### src/sv/esd_pkg.sv
package esd_pkg;

	localparam int NEURON_W  = 10;
	localparam int DOFF_W    = 4;
	localparam int SLOT_W    = 12;
	localparam int FAN_W     = 7;
	localparam int DATA_W    = 32;
	localparam int DECAY_W   = 16;
	localparam int KIND_W    = 3;
	localparam int SC_W      = 13;
	localparam int DSIU_W    = 5;
	localparam int OP_W      = DATA_W + 1;
	localparam int PROD_W    = 2 * OP_W;
	localparam int RUN_AW    = DOFF_W + NEURON_W;
	localparam int SYNAPSES  = 1 << SLOT_W;
	localparam int MAX_FANOUT = 64;
	localparam int CFG_IDX_W = 1;

	localparam logic [KIND_W-1:0] KIND_TICK   = 3'd0;
	localparam logic [KIND_W-1:0] KIND_SPIKE  = 3'd1;
	localparam logic [KIND_W-1:0] KIND_ROUTE  = 3'd2;
	localparam logic [KIND_W-1:0] KIND_STATE  = 3'd3;
	localparam logic [KIND_W-1:0] KIND_DELAY  = 3'd4;

	localparam logic [CFG_IDX_W-1:0] CFG_SYNAPSE_COUNT = 1'd0;
	localparam logic [CFG_IDX_W-1:0] CFG_DELAY_SLOTS   = 1'd1;

	typedef logic signed [OP_W-1:0]   op_t;
	typedef logic signed [PROD_W-1:0] prod_t;

	function automatic logic [DATA_W-1:0] decay_sat(input prod_t p);
		logic [DATA_W-1:0] r;
		begin
			if (p[PROD_W-1:DATA_W+15] != '0) r = '1;
			else r = p[DATA_W+14:15];
			return r;
		end
	endfunction

	function automatic logic [DATA_W-1:0] current_sat(input prod_t p);
		logic [DATA_W-1:0] r;
		begin
			if (!p[PROD_W-1] && p[PROD_W-1:DATA_W+15] != '0)
				r = {1'b0, {(DATA_W-1){1'b1}}};
			else if (p[PROD_W-1] && p[PROD_W-1:DATA_W+15] != '1)
				r = {1'b1, {(DATA_W-1){1'b0}}};
			else
				r = p[DATA_W+15:16];
			return r;
		end
	endfunction

endpackage

### src/sv/esd_mul.sv
module esd_mul
	import esd_pkg::*;
(
	input  logic  clk,
	input  op_t   a,
	input  op_t   b,
	output prod_t p_s1
);

	always_ff @(posedge clk) begin
		p_s1 <= a * b;
	end

endmodule

### config.mk
export PLATFORM = sky130hd
export DESIGN_NAME = esd_mul
export DESIGN_NICKNAME = d
export VERILOG_FILES = /design/src/sv/esd_pkg.sv /design/src/sv/esd_mul.sv
export SDC_FILE = /design/constraint.sdc
export NUM_CORES = 2
export LEC_CHECK = 0
export BUFFER_PORTS_ARGS = -buffer_cell sky130_fd_sc_hd__buf_2
export CAP_MARGIN = 5
export CORE_MARGIN = 3
export CORE_UTILIZATION = 35
export CTS_BUF_LIST = sky130_fd_sc_hd__clkbuf_2
export DETAILED_ROUTE_END_ITERATION = 16
export GPL_ROUTABILITY_DRIVEN = 0
export PLACE_DENSITY = 0.61
export RECOVER_POWER = 100
export SLEW_MARGIN = 20
export SYNTH_ARGS = -nofsm -noshare
export SYNTH_HDL_FRONTEND = slang
export SYNTH_SLANG_ARGS = --single-unit
### constraint.sdc
create_clock -name clk -period 16.7 [get_ports clk]
set_input_delay 0.835 -clock clk [delete_from_list [all_inputs] [get_ports clk]]
set_output_delay 0.835 -clock clk [all_outputs]
set_load 0.01 [all_outputs]
Yosys cells after proc, flatten, opt, wreduce, memory -nomap -nowiden
Cells that the tools add are included.
- register bits: 66
- input port bits: 67
- output and inout port bits: 66
- word-level logic and storage cells: 2
- multipliers: 1
- operators by type and width (cell ; count):
    multiplier 33 x 33 -> 66 bit ; 1

Longest topological paths before layout
- depth after elaboration: 1
- gate-level depth with buffers: 27

Worst setup path before layout
No wires, ideal clock.
- path type: input-to-reg
- from: in a[32]
- to: reg p_s1[62]
- data arrival time: 7.992 ns
- required time: 16.621 ns
- setup slack: 8.629 ns
- cell stages on the path: 23
- buffers on the path: 2
- cell sequence: clkbuf_1 > nand2_1 > inv_1 > fa_1 > fa_1 > fa_1 > fa_1 > fa_1 > fa_1 > fa_1 > inv_1 > fa_1 > inv_1 > ha_1 > clkbuf_1 > and3_1 > nand3_1 > nand2b_1 > a2111oi_4 > a211oi_4 > a21o_2 > a21o_1 > a211oi_2
- longest elaborated chain between the ends: 1
- RTL lines (item ; line ; source):
    start: declaration ; esd_mul.sv:5 ; input op_t a,
    multiplier 33 x 33 -> 66 bit ; esd_mul.sv:11 ; p_s1 <= a * b;
    end signal: assignment ; esd_mul.sv:11 ;
    end: declaration ; esd_mul.sv:7 ; output prod_t p_s1
Every way passes these cells.

Worst setup path after layout
- from: in a[0]
- to: reg p_s1[34]
The elaborated chain is that of the path after synthesis.

==> impl_metrics.yaml <==
run_status:
  outcome: "finished, violations left"
  violations: "max-capacitance violations, max-slew violations"
synth:
  syn_inst: 4338
  yosysSeqAreaShare_pct: 3.24
  synth-async-reset-ratio_pct: 0
  avgSynthCellArea_sq_um: 9.39
  ys.flop_type: "dfxtp_1"
  synth-simple-area-share_pct: 15.8
  synth_fa_ha_area_share_pct: 62.9
  synth_fp_nets: 5767
  synth-seq-cells: 66
  synth_edf_count: 0
  syn_area_sq_um: 40700
  yosys_warnings: 0
  synth_xor_area_share_pct: 1.46
  synth_cell_type_count: 80
  synth_mux_area_share_pct: 0
  synth_compound_area_share_pct: 4.07
  synth_top_family_by_area: "adder cells"
setup_path:
  path_common_cell: "fa_1"
  start_kind: "input pin"
  crit_path_top_delay_cell: "o31ai_1"
  endpoint_kind: "flip-flop"
  crit_chain: "buf_2 -> clkbuf_1 -> nand2_1 -> fa_1 -> inv_1 -> fa_1 -> inv_1 -> fa_1 -> fa_1 -> inv_1 -> ha_1 -> ha_1 -> fa_1 -> fa_1 -> ha_1 -> and3_1 -> and2_0 -> a221oi_1 -> o211ai_1 -> o31ai_1 -> o21ai_0 -> xor2_1"
  path_buf_inv: 5
  crit_type: "input pin to flip-flop"
  cp.arrival_ns: 11.71
  critical_path_required_ns: 17.52
  critical-path-top-delay-family: "compound AO/OA/AOI/OAI gates"
  slowest_delay_ns: 1.67
  cp_max_fo: 33
global_routing:
  grt_pass1_wl_um: 180000
  grt_usage_pct: 19.3
  grt_overflow: 0
  antenna_found_initial: 17
  grt_max_degree: 34
  grt_pass1_vias: 31600
timing:
  min_period_ns: 10.90
  slew-limit-headroom_pct: -39.7
  hold_viol: 0
  fin_crit_sh_pct: 65.3
  rsz0062_at_grt: "no"
  tns_ns: 0
  finalSetupViolCount: 0
  final_max_slew_viol_count: 51
  fmax_ghz: 0.0918
  tightest_slew_ns: 2.09
clocking:
  cts_made_buffers: 9
  clock-sinks: 66
  h-tree-depth: 3
  cts_tree: "yes"
  clk_path_buf_depth: 2
  ctsHoldBuffers: 0
  post_cts_buffers: 0
  cts_resized: 0
  clockRootBuffer: "clkbuf_2"
  path_clk_slew_ns: 0.21
routing:
  drcViolationCount: 0
  wire_per_inst_um: 19.0
  vias: 28000
  viasPerCell: 4.82
  routed_wl_um: 110000
  drt_first_pass_iters: 6
  drt_iter0_drc: 1627
  final_antenna_net_count: 0
floorplan:
  initial_core_util_pct: 35.4
  die_h_um: 347
  placementRows: 124
  dieArea_sq_um: 121000
  pin_count: 133
  core_sq_um: 115000
  die_w_um: 347
final_layout:
  largest_reg_flops: 66
  fin_util_pct: 36.9
  multi_input_area_sq_um: 34200
  largest_register: "p_s1"
  reg_top3: "p_s1 (66)"
  seqCellArea_sq_um: 1320
  nets: 5709
  syn_to_final_growth_pct: 4.28
  nFillCells: 11700
  drive_gt1_share_pct: 2.80
place:
  dp_hpwl_um: 89900
  portBuffers: 132
hold_path:
  hold_class: "input pin to flip-flop"
run:
  drv_cap: 5
-- cells by family after synthesis --
logic type	after synthesis
fa+ha+maj	1362
buf+inv	1352
simple gates	1271
compound gates	219
xor+xnor	68
flops	66
-- cells in the final DEF, fill, tap and decap left out, drive strengths merged, types with 12 or more instances in the layout --
cell type	netlist	routed
fa	1145	1145
inv	1131	1134
and2	563	563
nand2	551	551
ha	217	217
buf	13	85
clkbuf	208	76
nor2	68	68
dfxtp	66	66
a21oi	61	61
xnor2	43	43
a21o	38	38
o21ai	33	33
nand3	26	26
xor2	25	25
nand2b	12	12
nand4	12	12
-- path summary, 6_finish.rpt --
kind / to / start / slack, ns / depth (start not counted)
max: p_s1[34] / a[0] / 5.80 / 22
min: p_s1[0] / b[0] / 0.50 / 3
-- synthesized netlist by cell type (4+ instances only) --
| cell | n | area (sq um) |
|---|---|---|
| o21ai_1 | 6 | 30.0 |
| nand2b_1 | 12 | 75.1 |
| ha_1 | 217 | 2720 |
| clkbuf_1 | 208 | 781 |
| and4_1 | 5 | 43.8 |
| nand3_1 | 25 | 125 |
| nor2b_1 | 5 | 31.3 |
| nor3_1 | 7 | 35.0 |
| xnor2_1 | 43 | 377 |
| inv_1 | 1131 | 4250 |
| o21ai_0 | 25 | 125 |
| nand2_1 | 551 | 2070 |
| fa_1 | 1145 | 22900 |
| o211ai_1 | 4 | 30.0 |
| a21oi_1 | 57 | 285 |
| nor2_1 | 68 | 255 |
| and2_1 | 562 | 3520 |
| a211o_1 | 6 | 52.6 |
| a21o_1 | 36 | 270 |
| buf_2 | 11 | 55.1 |
| nand4_1 | 11 | 68.8 |
| xor2_1 | 25 | 219 |
| and3_1 | 5 | 31.3 |
| dfxtp_1 | 66 | 1320 |
| a211oi_1 | 7 | 52.6 |
| o21a_1 | 6 | 45.0 |
| a31oi_1 | 8 | 50.1 |
| o21bai_1 | 11 | 82.6 |
-- stage by stage --
| step | hold slack (ns) | instance area (sq um) | setup slack, ns | instances |
|---|---|---|---|---|
| finish | 0.501 | 42500 | 5.80 | 5806 |
| global route | 0.412 | 42500 | 5.70 | 5802 |
| CTS | 0.358 | 42700 | 8.43 | 5797 |
| detailed placement | 1.23 | 42600 | 7.32 | 5781 |
| global placement | 1.23 | 42600 | 7.44 | 5781 |
| floorplan | 0.962 | 40700 | 8.63 | 4338 |
-- layout make-up --
cell class | count | share of cell area, %
Multi-Input combinational cell | 2920 | 80.5
Timing Repair Buffer | 152 | 1.71
Clock inverter | 7 | 0.124
Antenna cell | 9 | 0.0530
Clock buffer | 9 | 0.106
Sequential cell | 66 | 3.11
Tap cell | 1512 | 4.45
Inverter | 1131 | 9.99
-- layer usage --
metal / part of all wire (%) / GRT usage, % / up-vias
li1: - / - / 12200
met1: 41 / 25.2 / 14800
met2: 49 / 32.7 / 778
met3: 6.3 / 3.64 / 154
met4: 2.7 / 5.81 / 16
met5: 0.16 / 0 / -
Power is not shown: default switching activity piles up to over one toggle a cycle in this logic, so the estimate is an artifact.
